**config.mk**
```make
export PLATFORM = sky130hd
export DESIGN_NAME = record_locate_verify_flat
export DESIGN_NICKNAME = d
export VERILOG_FILES = /design/src/design/rlv_pkg.sv /design/src/design/rlv_byte_if.sv /design/src/design/rlv_result_if.sv /design/src/design/rlv_sum_step.sv /design/src/design/record_locate_verify.sv /design/src/flat_wrapper.sv
export SDC_FILE = /design/constraint.sdc
export NUM_CORES = 1
export LEC_CHECK = 0
export BUFFER_PORTS_ARGS = -buffer_cell sky130_fd_sc_hd__buf_2
export CORE_UTILIZATION = 38
export DETAILED_ROUTE_END_ITERATION = 8
export GPL_ROUTABILITY_DRIVEN = 0
export PLACE_DENSITY = 0.6
export SLEW_MARGIN = 20
export SYNTH_ARGS = -nofsm -noshare
export SYNTH_HDL_FRONTEND = slang
export SYNTH_SLANG_ARGS = --single-unit
```
**constraint.sdc**
```tcl
create_clock -name clk -period 10.6 [get_ports clk]
set_input_delay 2.12 -clock clk [delete_from_list [all_inputs] [get_ports clk]]
set_output_delay 2.12 -clock clk [all_outputs]
set_load 0.05 [all_outputs]
```
**src/design/rlv_pkg.sv**
```systemverilog
// ----------------------------------------------------------------------------
// rlv_pkg
// shared types, constants and codes of the record locate and verify block
// ----------------------------------------------------------------------------
package rlv_pkg;

    // record layout, fixed by the header format
    localparam int HEADER_BYTES      = 32;
    localparam int STORE_BYTES_DEF   = 8192;

    // field widths
    localparam int BYTE_W   = 8;
    localparam int ID_W     = 32;
    localparam int SUM_W    = 32;
    localparam int SIZE_W   = 13;   // wanted size register
    localparam int FIELD_W  = 16;   // size and magic fields of a header
    localparam int IDX_W    = 13;   // byte index inside header or data
    localparam int SKIP_W   = 17;   // rest of header plus a 16-bit data size
    localparam int STATUS_W = 3;
    localparam int OFF_W    = 13;
    localparam int CFG_W    = 32;
    localparam int CFG_IDX_W = 1;

    localparam logic [FIELD_W-1:0] REC_MAGIC = 16'hfa3d;
    localparam logic [SUM_W-1:0]   SUM_ADD   = 32'h003a7719;

    // header bytes left after the size field
    localparam logic [SKIP_W-1:0] HDR_REST = SKIP_W'(HEADER_BYTES - 12);

    // header byte positions
    localparam logic [4:0] HB_MAGIC_HI = 5'd9;
    localparam logic [4:0] HB_SIZE_HI  = 5'd11;
    localparam logic [4:0] HB_LAST     = 5'd31;

    // configuration register indexes
    localparam logic [CFG_IDX_W-1:0] REG_WANTED_ID   = 1'b0;
    localparam logic [CFG_IDX_W-1:0] REG_WANTED_SIZE = 1'b1;

    typedef enum logic [1:0] {
        PH_DONE,
        PH_HEADER,
        PH_DATA,
        PH_SKIP
    } phase_t;

    typedef enum logic [STATUS_W-1:0] {
        ST_FOUND    = 3'd0,
        ST_HDR_BAD  = 3'd1,
        ST_DATA_BAD = 3'd2,
        ST_FREE     = 3'd3,
        ST_FULL     = 3'd4
    } status_t;

endpackage

```
**src/design/rlv_byte_if.sv**
```systemverilog
// ----------------------------------------------------------------------------
// rlv_byte_if
// flash byte stream channel with valid/ready handshake
// ----------------------------------------------------------------------------
interface rlv_byte_if;
    logic       valid;
    logic       ready;
    logic [7:0] flash_byte;
    logic       scan_start;

    modport source (output valid, output flash_byte, output scan_start, input ready);
    modport sink   (input valid, input flash_byte, input scan_start, output ready);
endinterface

```
**src/design/rlv_result_if.sv**
```systemverilog
// ----------------------------------------------------------------------------
// rlv_result_if
// search result channel with valid/ready handshake
// ----------------------------------------------------------------------------
interface rlv_result_if;
    logic        valid;
    logic        ready;
    logic [2:0]  status;
    logic [12:0] offset;

    modport source (output valid, output status, output offset, input ready);
    modport sink   (input valid, input status, input offset, output ready);
endinterface

```
**src/design/rlv_sum_step.sv**
```systemverilog
// ----------------------------------------------------------------------------
// rlv_sum_step
// one step of the rolling record checksum
// ----------------------------------------------------------------------------
module rlv_sum_step
    import rlv_pkg::*;
(
    input  logic [SUM_W-1:0]  sum,
    input  logic [BYTE_W-1:0] data,
    input  logic [IDX_W-1:0]  idx,
    output logic [SUM_W-1:0]  sum_new
);

    logic [SUM_W-1:0] term;
    logic [SUM_W-1:0] term_sh;

    assign term = SUM_W'(data) + SUM_W'(idx) + SUM_ADD;

    // shift is idx mod 128; 32 and above gives zero
    assign term_sh = (idx[6:5] == 2'b00) ? (term << idx[4:0]) : '0;

    assign sum_new = sum ^ (sum << 3) ^ (sum >> 1) ^ term_sh;

endmodule

```
**src/design/record_locate_verify.sv**
```systemverilog
// ----------------------------------------------------------------------------
// record_locate_verify
// scans a flash image for a record by id and size and verifies its checksums
// ----------------------------------------------------------------------------
//
//  channel   dir  handshake        payload
//  -------   ---  ---------------  ---------------------------------
//  flash     in   valid / ready    flash_byte[7:0], scan_start
//  report    out  valid / ready    status[2:0], offset[12:0]
//  cfg       in   cfg_we           cfg_index[0], cfg_data[31:0]
//
//  one item per cycle while the report register is free or read; each byte is
//  registered in the input stage, its result, if any, in the report register
//  all work on a byte is one checksum step plus field compares, between the
//  input stage and the report register
//  reset clears the scan to done, awaiting a byte flagged scan_start
//  the input stage holds any byte while the report register is full and
//  unread; flash.ready drops only then
//
module record_locate_verify
    import rlv_pkg::*;
#(
    parameter int STORE_BYTES = STORE_BYTES_DEF
)
(
    input  logic                 clk,
    input  logic                 rst_n,
    input  logic                 cfg_we,
    input  logic [CFG_IDX_W-1:0] cfg_index,
    input  logic [CFG_W-1:0]     cfg_data,
    rlv_byte_if.sink             flash,
    rlv_result_if.source         report
);

    // record offsets stay below the store size
    localparam int OW = $clog2(STORE_BYTES);
    // room for offset + header + 16-bit size + wanted size
    localparam int NW = ((OW > FIELD_W) ? OW : FIELD_W) + 2;
    localparam logic [NW-1:0] LIMIT = NW'(STORE_BYTES - HEADER_BYTES);

    // configuration
    logic [ID_W-1:0]   wanted_id_reg;
    logic [SIZE_W-1:0] wanted_size_reg;

    // input stage
    logic              stage_valid_reg;
    logic [BYTE_W-1:0] stage_byte_reg;
    logic              stage_start_reg;

    // scan state
    phase_t             phase_reg,  phase_next;
    logic [OW-1:0]      rec_off_reg, rec_off_next;
    logic [ID_W-1:0]    id_reg,     id_next;
    logic [SUM_W-1:0]   chk_reg,    chk_next;
    logic [FIELD_W-1:0] magic_reg,  magic_next;
    logic [FIELD_W-1:0] size_reg,   size_next;
    logic [SUM_W-1:0]   sum_reg,    sum_next;
    logic [IDX_W-1:0]   idx_reg,    idx_next;
    logic [SKIP_W-1:0]  skip_reg,   skip_next;

    // report register
    logic              out_valid_reg;
    status_t           out_status_reg;
    logic [OFF_W-1:0]  out_off_reg;

    logic              proc_fire;
    logic              beyond0;
    logic              fresh;

    // state as seen by the current byte (cleared on a fresh scan)
    phase_t             cur_phase;
    logic [OW-1:0]      cur_off;
    logic [ID_W-1:0]    cur_id;
    logic [SUM_W-1:0]   cur_chk;
    logic [FIELD_W-1:0] cur_magic;
    logic [FIELD_W-1:0] cur_size;
    logic [SUM_W-1:0]   cur_sum;
    logic [IDX_W-1:0]   cur_idx;
    logic [4:0]         hb;

    // checksum step
    logic [BYTE_W-1:0]  sum_data;
    logic [IDX_W-1:0]   sum_idx;
    logic [SUM_W-1:0]   sum_new;

    logic [NW-1:0]      next_off;
    logic [IDX_W:0]     idx_inc;

    logic               emit;
    status_t            emit_status;
    logic [OFF_W-1:0]   emit_off;

    // ------------------------------------------------------------------
    // handshakes
    // ------------------------------------------------------------------

    // the stage moves on when the report register can take a result
    assign proc_fire   = stage_valid_reg && (!out_valid_reg || report.ready);
    assign flash.ready = !stage_valid_reg || proc_fire;

    assign report.valid  = out_valid_reg;
    assign report.status = out_status_reg;
    assign report.offset = out_off_reg;

    // ------------------------------------------------------------------
    // configuration writes
    // ------------------------------------------------------------------
    always_ff @(posedge clk or negedge rst_n)
    begin
        if (!rst_n)
        begin
            wanted_id_reg   <= '0;
            wanted_size_reg <= '0;
        end
        else if (cfg_we)
        begin
            case (cfg_index)
                REG_WANTED_ID:   wanted_id_reg   <= cfg_data;
                REG_WANTED_SIZE: wanted_size_reg <= cfg_data[SIZE_W-1:0];
                default:         ;
            endcase
        end
    end

    // ------------------------------------------------------------------
    // input stage
    // ------------------------------------------------------------------
    always_ff @(posedge clk or negedge rst_n)
    begin
        if (!rst_n)
        begin
            stage_valid_reg <= 1'b0;
        end
        else if (flash.ready)
        begin
            stage_valid_reg <= flash.valid;
        end
    end

    always_ff @(posedge clk)
    begin
        if (flash.valid && flash.ready)
        begin
            stage_byte_reg  <= flash.flash_byte;
            stage_start_reg <= flash.scan_start;
        end
    end

    // ------------------------------------------------------------------
    // per-byte work
    // ------------------------------------------------------------------

    // header at offset zero fits only if the wanted data fits after it
    assign beyond0 = NW'(wanted_size_reg) >= LIMIT;
    assign fresh   = stage_start_reg && !beyond0;

    always_comb
    begin
        cur_phase = fresh ? PH_HEADER : phase_reg;
        cur_off   = fresh ? '0 : rec_off_reg;
        cur_id    = fresh ? '0 : id_reg;
        cur_chk   = fresh ? '0 : chk_reg;
        cur_magic = fresh ? '0 : magic_reg;
        cur_size  = fresh ? '0 : size_reg;
        cur_sum   = fresh ? '0 : sum_reg;
        cur_idx   = fresh ? '0 : idx_reg;
    end

    assign hb = cur_idx[4:0];

    // stored checksum bytes count as zero in the header checksum
    always_comb
    begin
        if (cur_phase == PH_HEADER)
        begin
            sum_data = (hb inside {[5'd4:5'd7]}) ? '0 : stage_byte_reg;
            sum_idx  = IDX_W'(hb);
        end
        else
        begin
            sum_data = stage_byte_reg;
            sum_idx  = cur_idx;
        end
    end

    rlv_sum_step u_sum_step (
        .sum     (cur_sum),
        .data    (sum_data),
        .idx     (sum_idx),
        .sum_new (sum_new)
    );

    always_comb
    begin
        phase_next   = phase_reg;
        rec_off_next = rec_off_reg;
        id_next      = id_reg;
        chk_next     = chk_reg;
        magic_next   = magic_reg;
        size_next    = size_reg;
        sum_next     = sum_reg;
        idx_next     = idx_reg;
        skip_next    = skip_reg;
        emit         = 1'b0;
        emit_status  = ST_FOUND;
        emit_off     = OFF_W'(cur_off);
        next_off     = NW'(cur_off) + NW'(HEADER_BYTES) + NW'(cur_size);
        idx_inc      = {1'b0, cur_idx} + 1'b1;

        if (proc_fire)
        begin
            if (stage_start_reg && beyond0)
            begin
                // nothing fits: store full straight away
                emit        = 1'b1;
                emit_status = ST_FULL;
                emit_off    = '0;
                phase_next  = PH_DONE;
            end
            else
            begin
                case (cur_phase)
                    PH_HEADER:
                    begin
                        // collect little-endian header fields
                        id_next    = cur_id;
                        chk_next   = cur_chk;
                        magic_next = cur_magic;
                        size_next  = cur_size;
                        case (hb)
                            5'd0:    id_next[7:0]     = stage_byte_reg;
                            5'd1:    id_next[15:8]    = stage_byte_reg;
                            5'd2:    id_next[23:16]   = stage_byte_reg;
                            5'd3:    id_next[31:24]   = stage_byte_reg;
                            5'd4:    chk_next[7:0]    = stage_byte_reg;
                            5'd5:    chk_next[15:8]   = stage_byte_reg;
                            5'd6:    chk_next[23:16]  = stage_byte_reg;
                            5'd7:    chk_next[31:24]  = stage_byte_reg;
                            5'd8:    magic_next[7:0]  = stage_byte_reg;
                            5'd9:    magic_next[15:8] = stage_byte_reg;
                            5'd10:   size_next[7:0]   = stage_byte_reg;
                            5'd11:   size_next[15:8]  = stage_byte_reg;
                            default: ;
                        endcase
                        next_off     = NW'(cur_off) + NW'(HEADER_BYTES) + NW'(size_next);
                        sum_next     = sum_new;
                        idx_next     = IDX_W'(hb) + 1'b1;
                        rec_off_next = cur_off;
                        phase_next   = PH_HEADER;

                        if (hb == HB_MAGIC_HI && magic_next != REC_MAGIC)
                        begin
                            // no record here: free slot
                            emit        = 1'b1;
                            emit_status = ST_FREE;
                            phase_next  = PH_DONE;
                        end
                        else if (hb == HB_SIZE_HI &&
                                 (id_next != wanted_id_reg ||
                                  size_next != FIELD_W'(wanted_size_reg)))
                        begin
                            if (next_off + NW'(wanted_size_reg) >= LIMIT)
                            begin
                                emit        = 1'b1;
                                emit_status = ST_FULL;
                                emit_off    = '0;
                                phase_next  = PH_DONE;
                            end
                            else
                            begin
                                // step over the rest of this record
                                rec_off_next = next_off[OW-1:0];
                                skip_next    = HDR_REST + SKIP_W'(size_next);
                                phase_next   = PH_SKIP;
                            end
                        end
                        else if (hb == HB_LAST)
                        begin
                            if (chk_next[7:0] != sum_new[7:0])
                            begin
                                emit        = 1'b1;
                                emit_status = ST_HDR_BAD;
                                phase_next  = PH_DONE;
                            end
                            else
                            begin
                                sum_next = '0;
                                idx_next = '0;
                                if (wanted_size_reg == '0)
                                begin
                                    // empty data: upper checksum bits must be zero
                                    emit        = 1'b1;
                                    emit_status = (chk_next[31:8] == '0) ?
                                                  ST_FOUND : ST_DATA_BAD;
                                    phase_next  = PH_DONE;
                                end
                                else
                                begin
                                    phase_next = PH_DATA;
                                end
                            end
                        end
                    end

                    PH_DATA:
                    begin
                        sum_next = sum_new;
                        idx_next = idx_inc[IDX_W-1:0];
                        if (idx_inc >= (IDX_W+1)'(wanted_size_reg))
                        begin
                            emit        = 1'b1;
                            emit_status = (chk_reg[31:8] == sum_new[31:8]) ?
                                          ST_FOUND : ST_DATA_BAD;
                            phase_next  = PH_DONE;
                        end
                    end

                    PH_SKIP:
                    begin
                        skip_next = skip_reg - 1'b1;
                        if (skip_reg == SKIP_W'(1))
                        begin
                            // next header starts with the following byte
                            phase_next = PH_HEADER;
                            id_next    = '0;
                            chk_next   = '0;
                            magic_next = '0;
                            size_next  = '0;
                            sum_next   = '0;
                            idx_next   = '0;
                        end
                    end

                    default:
                    begin
                        // done and no scan start: byte is dropped
                    end
                endcase
            end
        end
    end

    always_ff @(posedge clk or negedge rst_n)
    begin
        if (!rst_n)
        begin
            phase_reg   <= PH_DONE;
            rec_off_reg <= '0;
            id_reg      <= '0;
            chk_reg     <= '0;
            magic_reg   <= '0;
            size_reg    <= '0;
            sum_reg     <= '0;
            idx_reg     <= '0;
            skip_reg    <= '0;
        end
        else
        begin
            phase_reg   <= phase_next;
            rec_off_reg <= rec_off_next;
            id_reg      <= id_next;
            chk_reg     <= chk_next;
            magic_reg   <= magic_next;
            size_reg    <= size_next;
            sum_reg     <= sum_next;
            idx_reg     <= idx_next;
            skip_reg    <= skip_next;
        end
    end

    // ------------------------------------------------------------------
    // report register
    // ------------------------------------------------------------------
    always_ff @(posedge clk or negedge rst_n)
    begin
        if (!rst_n)
        begin
            out_valid_reg <= 1'b0;
        end
        else if (emit)
        begin
            out_valid_reg <= 1'b1;
        end
        else if (report.ready)
        begin
            out_valid_reg <= 1'b0;
        end
    end

    always_ff @(posedge clk)
    begin
        if (emit)
        begin
            out_status_reg <= emit_status;
            out_off_reg    <= emit_off;
        end
    end

    // ------------------------------------------------------------------
    // assertions
    // ------------------------------------------------------------------

    // every result ends the scan
    a_emit_ends_scan: assert property (@(posedge clk) disable iff (!rst_n)
        emit |=> (phase_reg == PH_DONE && out_valid_reg))
        else $error("result issued without ending the scan");

    // header byte index never runs past the header
    a_header_index: assert property (@(posedge clk) disable iff (!rst_n)
        (phase_reg == PH_HEADER) |-> (idx_reg < IDX_W'(HEADER_BYTES)))
        else $error("header index out of range");

    // a skip always has bytes left to drop
    a_skip_count: assert property (@(posedge clk) disable iff (!rst_n)
        (phase_reg == PH_SKIP) |-> (skip_reg != '0))
        else $error("skip phase with zero count");

    // a held input byte stays until it is processed
    a_stage_holds: assert property (@(posedge clk) disable iff (!rst_n)
        (stage_valid_reg && !proc_fire) |=> stage_valid_reg)
        else $error("input stage lost a byte");

endmodule
```
**src/flat_wrapper.sv**
```systemverilog
// flat-port wrapper written by rule: the top's interface ports become plain ports
module record_locate_verify_flat import rlv_pkg::*;
#(
    parameter int STORE_BYTES = STORE_BYTES_DEF
)
  (clk, rst_n, cfg_we, cfg_index, cfg_data, flash_valid, flash_flash_byte, flash_scan_start, flash_ready, report_valid, report_status, report_offset, report_ready);
  rlv_byte_if flash_i ();
  rlv_result_if report_i ();
  input  logic clk;
  input  logic rst_n;
  input  logic cfg_we;
  input  logic [CFG_IDX_W-1:0] cfg_index;
  input  logic [CFG_W-1:0] cfg_data;
  input wire logic [$bits(flash_i.valid)-1:0] flash_valid;
  input wire logic [$bits(flash_i.flash_byte)-1:0] flash_flash_byte;
  input wire logic [$bits(flash_i.scan_start)-1:0] flash_scan_start;
  output wire logic [$bits(flash_i.ready)-1:0] flash_ready;
  output wire logic [$bits(report_i.valid)-1:0] report_valid;
  output wire logic [$bits(report_i.status)-1:0] report_status;
  output wire logic [$bits(report_i.offset)-1:0] report_offset;
  input wire logic [$bits(report_i.ready)-1:0] report_ready;
  assign flash_i.valid = flash_valid;
  assign flash_i.flash_byte = flash_flash_byte;
  assign flash_i.scan_start = flash_scan_start;
  assign flash_ready = flash_i.ready;
  assign report_valid = report_i.valid;
  assign report_status = report_i.status;
  assign report_offset = report_i.offset;
  assign report_i.ready = report_ready;
  record_locate_verify #(.STORE_BYTES(STORE_BYTES)) u_core (.clk(clk), .rst_n(rst_n), .cfg_we(cfg_we), .cfg_index(cfg_index), .cfg_data(cfg_data), .flash(flash_i), .report(report_i));
endmodule
```
Yosys cells after proc, flatten, opt, wreduce, memory -nomap -nowiden --
Cells that the tools add are included.
Operators by class: $add $sub $neg 9, $mul 0, divide/modulo/power cells 0, order comparisons 5, equality and inequality tests 27, shifts and indexed selects 1, muxes and demuxes 123, bitwise logic cells 6, reduce and logical (&&, ||, !) cells 29
Operators by type and width (count):
- 2-to-1 mux 8 bit | 50
- 2-to-1 mux 32 bit | 9
- 2-to-1 mux 13 bit | 17
- case mux 32 bit (2 select lines) | 2
- case mux 32 bit (3 select lines) | 1
- case mux 16 bit (2 select lines) | 2
- XOR 32 bit | 2
- 2-to-1 mux 17 bit | 3
- 2-to-1 mux 16 bit | 3
- case mux 13 bit (3 select lines) | 1
- case mux 17 bit (2 select lines) | 1
- adder 32 x 22 -> 32 bit (second input constant) | 1
- != test 32 bit | 1
- left shift 32 x 5 -> 32 bit | 1
- XOR 32 x 31 -> 32 bit | 1
- == test 24 bit | 1
- zero test 24 bit | 1
- 2-to-1 mux 2 bit | 12
- 2-to-1 mux 3 bit | 8
- == test 5 x 3 -> 1 bit (second input constant) | 4
- == test 5 x 4 -> 1 bit (second input constant) | 4
- adder 18 x 13 -> 18 bit | 1
- adder 18 x 16 -> 18 bit | 1
- >= comparator 18 x 13 -> 1 bit (second input constant) | 1
- 41 further kinds | 72
Storage, ports and cells: flip-flop bits (word level) 245, bits in latches 0, memory bits (writable) 0, bits in read-only memories 0, input bits 47, output and inout port bits 18, logic and storage cells 218, memories kept 0

Depth between registers and ports, before layout --
depth after elaboration 22, gate-level depth with buffers 36, mapped depth without buffers 32

Cells and area by module --
From an unflattened synthesis, not the netlist that was laid out.
Second synthesis, totals: cell total of the unflattened synthesis 1931, area, all modules 17604.4 µm²
Modules (own cells, without submodules):
- record_locate_verify | instances 1, cells an instance 1468, area an instance 14465.1 µm², sequential area each 6055.8 µm²
- rlv_sum_step | instances 1, cells an instance 463, area an instance 3139.3 µm², sequential area each 0.0 µm²

Worst setup path before layout --
OpenSTA, ideal clock, no wires.
kind reg-to-reg, start reg u_core.wanted_size_reg[12], end reg u_core.out_off_reg[0], in the netlist u_core.report.offset[0] (enable), setup time 0.388 ns, arrival time 7.420 ns, data required time 10.212 ns, setup slack 2.792 ns, stages on the path, launching flop included 34, buffers on the path 8, clock period less this slack 7.808 ns, cells stage by stage dfrtp_1 -> nand4_1 -> o21ai_1 -> buf_2 -> buf_2 -> buf_1 -> buf_1 -> clkbuf_1 -> clkbuf_1 -> buf_1 -> clkbuf_1 -> and2_1 -> ha_1 -> inv_1 -> fa_1 -> nor2b_1 -> o21ai_0 -> a21boi_0 -> o21ai_0 -> a21boi_0 -> o21a_1 -> nor2_1 -> xnor2_1 -> ha_1 -> and3_1 -> a31o_2 -> o211ai_1 -> and4b_1 -> or3_1 -> nand3_1 -> nand2b_1 -> o211a_1 -> o31a_1 -> nor2_1
Between the ends: cells in the longest elaborated chain, start to end 21, elaborated cells on any way between the ends 98, classes of those cells add/sub (6); order compare (5); eq/ne (15); shift (1); mux (58); bitwise (3); reduce/logical (10)
RTL lines:
- from (decl) | RTL line record_locate_verify.sv:43 | logic [SIZE_W-1:0] wanted_size_reg;
- from (signal assigned) | RTL line record_locate_verify.sv:119 | REG_WANTED_SIZE: wanted_size_reg <= cfg_data[SIZE_W-1:0];
- >= comparator 13 bit | RTL line record_locate_verify.sv:154 | assign beyond0 = NW'(wanted_size_reg) >= LIMIT;
- zero test 1 bit | RTL line record_locate_verify.sv:155 | assign fresh = stage_start_reg && !beyond0;
- logical AND 1 bit | RTL line record_locate_verify.sv:155
- 2-to-1 mux 13 bit | RTL line record_locate_verify.sv:166 | cur_idx = fresh ? '0 : idx_reg;
- >= comparator 5 x 3 -> 1 bit / <= comparator 5 x 3 -> 1 bit (equally long branches) | RTL line record_locate_verify.sv:176 | sum_data = (hb inside {[5'd4:5'd7]}) ? '0 : stage_byte_reg;
- logical AND 1 bit | RTL line record_locate_verify.sv:176
- 2-to-1 mux 8 bit | RTL line record_locate_verify.sv:176
- 2-to-1 mux 8 bit | RTL line record_locate_verify.sv:174 | if (cur_phase == PH_HEADER)
- [... 6 more ...]
- 2-to-1 mux 1 bit | RTL line record_locate_verify.sv:279 | if (chk_next[7:0] != sum_new[7:0])
- 2-to-1 mux 1 bit | RTL line record_locate_verify.sv:277 | else if (hb == HB_LAST)
- 2-to-1 mux 1 bit | RTL line record_locate_verify.sv:258 | else if (hb == HB_SIZE_HI &&
- 2-to-1 mux 1 bit | RTL line record_locate_verify.sv:251 | if (hb == HB_MAGIC_HI && magic_next != REC_MAGIC)
- case mux 1 bit (2 select lines) | RTL line record_locate_verify.sv:222 | case (cur_phase)
- 2-to-1 mux 1 bit (*) | RTL line record_locate_verify.sv:212 | if (stage_start_reg && beyond0)
- 2-to-1 mux 1 bit (*) | RTL line record_locate_verify.sv:210 | if (proc_fire)
- named net u_core.emit | RTL line record_locate_verify.sv:89 | logic emit;
- to (signal assigned) | RTL line record_locate_verify.sv:395 | out_off_reg <= emit_off;
- to (decl) | RTL line record_locate_verify.sv:64 | logic [OFF_W-1:0] out_off_reg;
The timed path passes the listed nets; every way through them passes the cells marked *. The select of a mux whose other input is x is not followed. A chain may end at the register's enable or synchronous reset.

Worst setup path in the final report --
start reg u_core.wanted_size_reg[6], end reg u_core.out_status_reg[1], in the netlist u_core.report.status[1], data pin
Between the ends: cells in the longest elaborated chain, start to end 19, elaborated cells on any way between the ends 110, classes of those cells add/sub (3); order compare (4); eq/ne (19); shift (1); mux (68); bitwise (3); reduce/logical (12)
RTL lines:
- >= comparator 13 bit | RTL line record_locate_verify.sv:154
- zero test 1 bit | RTL line record_locate_verify.sv:155
- logical AND 1 bit | RTL line record_locate_verify.sv:155
- 2-to-1 mux 13 bit | RTL line record_locate_verify.sv:166
- >= comparator 5 x 3 -> 1 bit / <= comparator 5 x 3 -> 1 bit (equally long branches) | RTL line record_locate_verify.sv:176
- logical AND 1 bit | RTL line record_locate_verify.sv:176
- 2-to-1 mux 8 bit | RTL line record_locate_verify.sv:176
- 2-to-1 mux 8 bit | RTL line record_locate_verify.sv:174
- [... 3 more ...]
- 2-to-1 mux 32 bit | RTL line rlv_sum_step.sv:20 | assign term_sh = (idx[6:5] == 2'b00) ? (term << idx[4:0]) : '0;
- XOR 32 bit | RTL line rlv_sum_step.sv:22 | assign sum_new = sum ^ (sum << 3) ^ (sum >> 1) ^ term_sh;
- != test 8 bit | RTL line record_locate_verify.sv:279
- 2-to-1 mux 3 bit | RTL line record_locate_verify.sv:279
- 2-to-1 mux 3 bit | RTL line record_locate_verify.sv:277
- 2-to-1 mux 3 bit | RTL line record_locate_verify.sv:258
- 2-to-1 mux 3 bit | RTL line record_locate_verify.sv:251
- case mux 3 bit (2 select lines) | RTL line record_locate_verify.sv:222
- to (signal assigned) | RTL line record_locate_verify.sv:394 | out_status_reg <= emit_status;
- to (decl) | RTL line record_locate_verify.sv:63 | status_t out_status_reg;
Parallel ways exist; a longest one is shown, timed or not. The select of a mux whose other input is x is not followed.

==> results.toml <==
[worst_hold_path]
hold_depth = 1
min_to = "u_core.magic_reg[1]"
hp-class = "reg2reg"
hold_start = "u_core.magic_reg[1]"

[global_routing]
grt_pass1_wl_um = 105000
grt_max_degree = 128
antenna_found_initial = 1
grt_pass1_vias = 17600
grt.total_usage_pct = 26.3
grt_overflow_total = 0

[power]
vdd_drop_max_mv = 0.139
swShare_pct = 41.7
netSwitchingPower_mw = 1.71
total_power_mw = 4.11
p_comb_share_pct = 46.0
pwr-share-seq_pct = 29.9
power_density_nw_per_um2 = 195
power_frac_clock_pct = 24.1
p_leak_nw = 8.92
p_int_mw = 2.39

[setup_path]
cp_data_required_time_ps = 10850
critPathMaxStageDelay_ps = 880
reg2reg_to = "u_core.report.status[1]"
worst_path_max_delay_cell = "xnor2_1"
r2r_slack_ps = 1800
cp_max_fo = 127
crit_type = "reg2reg"
rr_worst_depth = 22
start_kind = "flip-flop"
worstReg2RegStart = "u_core.wanted_size_reg[6]"
cp_data_arrival_time_ps = 9050
cp-end-kind = "flip-flop"
crit_chain = "nand4_1 -> o21ai_4 -> buf_12 -> nand2_1 -> ha_1 -> clkinv_1 -> and3_1 -> ha_1 -> o21ai_1 -> o21bai_1 -> nand2_1 -> xnor2_1 -> o2111ai_1 -> a21o_1 -> a211oi_1 -> o311ai_1 -> and3_1 -> xor2_1 -> o21a_1 -> nor4bb_1 -> nor4b_1 -> a31oi_1"

[synthesis]
synth-edff-count = 25
synth_most_common_cell = "dfrtp_1"
yosysWarnings = 0
syn_inst = 2239
synthArstFlopShare_pct = 89.5
yosys.area.top_type_share_pct = 27.6
synth_nets = 2355
yosys.area.top_type = "dfrtp_1"
synth-seq-cells = 237
synth-seq-area-share_pct = 31.5
synthTopCellsByArea = "dfrtp_1, a22o_1, xnor2_1, ha_1, edfxtp_1"
yosys-top-cells-count = "dfrtp_1, nand2_1, nor2_1"
syn_avg_cell_area_um2 = 8.58
synth.distinct_cells = 106
syn_area_um2 = 19200
synth_flop_cell = "dfrtp_1"

[detailed_routing]
vias = 18900
drt_pass1_iterations = 6
initialDrtViolationCount = 2324
drt-total-wl_um = 68300
vias_per_cell = 6.45
avgRoutedWirePerCell_um = 23.4
ant_nets = 0
drc_errors = 0

[timing]
relSlewSlack_pct = 23.5
drv_slew = 0
timing.fmax_mhz = 114
period_needed_ps = 8800
setup_viol = 0
final_hold_viol_count = 0
tns_ps = 0
clock_skew_ps = 37.7
worst_slack_ps = 1800
rsz0062_at_grt = "false"
timing.final.crit_share_pct = 83.1
worst_slew_pin_slew_ps = 1150

[clock_network]
hold_buffers = 0
post_cts_buffers = 0
cts_resized = 0
htree_levels = 1
cts_root_buf = "clkbuf_16"
path_clk_slew_ps = 70
clock_path_buffers = 3
clk_latency_ps = 570
numClockSinks = 237
cts_buffers = 27
tritoncts = "yes"

[die]
fp.dieW_um = 227
io_pins = 65
num_rows = 82
core-area_um2 = 50000
start_util_pct = 38.4
dieArea_um2 = 51400
die_y_um = 227

[final_layout]
layout-drive-gt1-share_pct = 11.2
syn2layout_area_growth_pct = 9.66
nets = 2344
fin_area_um2 = 21100

[placed_design]
port-buffer-count = 64
dp_hpwl_um = 49100
preCtsSetupSlack_ps = 2110
placed_area_um2 = 20100

[flow_run]
drv_cap = 0

[status]
outcome = "completed"
-- power by group through the flow --
stage                     sequential [mW]  clock (mW)  combinational [mW]
after floorplan                      1.18           0                1.39
after global placement               1.24           0                1.80
after detailed placement             1.24           0                1.82
after CTS                            1.23        1.01                1.83
after global routing                 1.25        1.04                2.02
final                                1.23       0.989                1.89
-- worst max-delay path by stage --
| stage | from | to | cells after the start |
|---|---|---|---|
| after floorplan | u_core.wanted_size_reg[12] | u_core.report.offset[0] | 33 |
| after global placement | u_core.wanted_size_reg[6] | u_core.report.status[1] | 22 |
| after detailed placement | u_core.wanted_size_reg[6] | u_core.report.status[1] | 22 |
| after CTS | u_core.wanted_size_reg[6] | u_core.report.status[1] | 22 |
| after global routing | u_core.wanted_size_reg[6] | u_core.report.offset[1] | 33 |
| final | u_core.wanted_size_reg[6] | u_core.report.status[1] | 22 |
-- cells by family (layout without fill, tap and decap cells) --
kind of cell | after synthesis | after routing | synth area share (%)
AO/OA/AOI/OAI | 732 | 732 | 27.5
AND/OR/NAND/NOR | 732 | 732 | 19.1
flip-flops | 237 | 237 | 31.5
buffers and inverters | 219 | 229 | 4.62
XOR/XNOR | 168 | 168 | 8.10
multiplexers | 82 | 82 | 4.54
adder cells (fa/ha/maj) | 69 | 69 | 4.61
other | 0 | 1 | 0
-- critical path, delay by kind of cell (launching register included) --
| family | cells | cell delay [ps] |
|---|---|---|
| adder cells (fa/ha/maj) | 2 | 1180 |
| flip-flops | 1 | 480 |
| AO/OA/AOI/OAI | 9 | 2880 |
| buffers and inverters | 2 | 850 |
| AND/OR/NAND/NOR | 7 | 1940 |
| XOR/XNOR | 2 | 1090 |
-- metrics by stage --
step	instances	hold slack [ps]	utilization (%)
CTS	2921	486	42.1
global placement	2871	456	40.3
detailed placement	2871	472	40.3
finish	2922	497	42.1
global route	2921	511	42.1
floorplan	2239	441	-
-- metal layers --
metal  vias up  global-route usage [%]  wire length [um]
met3       203                    4.50              6550
met2      1063                    39.4             29700
met5         -                       0                13
met1      9199                    37.2             29400
met4         2                    10.3              2660
li1       8386                       -                 -
-- cell usage in the layout, fill, tap and decap left out, types with 47 or more instances in the layout --
cell type / n
xnor2_1: 111
and3_1: 47
buf_2: 63
nand3_1: 76
xor2_1: 50
nand2_1: 189
nor3_1: 58
a22o_1: 118
nor2_1: 160
a21oi_1: 119
dfrtp_1: 212
ha_1: 66
o21ai_0: 123
inv_1: 74
-- area by class of cell --
class | instances | area [um^2]
antenna | 1 | 2.50
clock buffer | 34 | 762
clock inverter | 16 | 174
fill | 4988 | 28900
inverter | 78 | 293
multi-input combinational | 1783 | 12300
sequential | 237 | 6060
tap | 672 | 841
timing repair buffer | 101 | 621
Note: power is estimated with default switching activity, not from simulation.
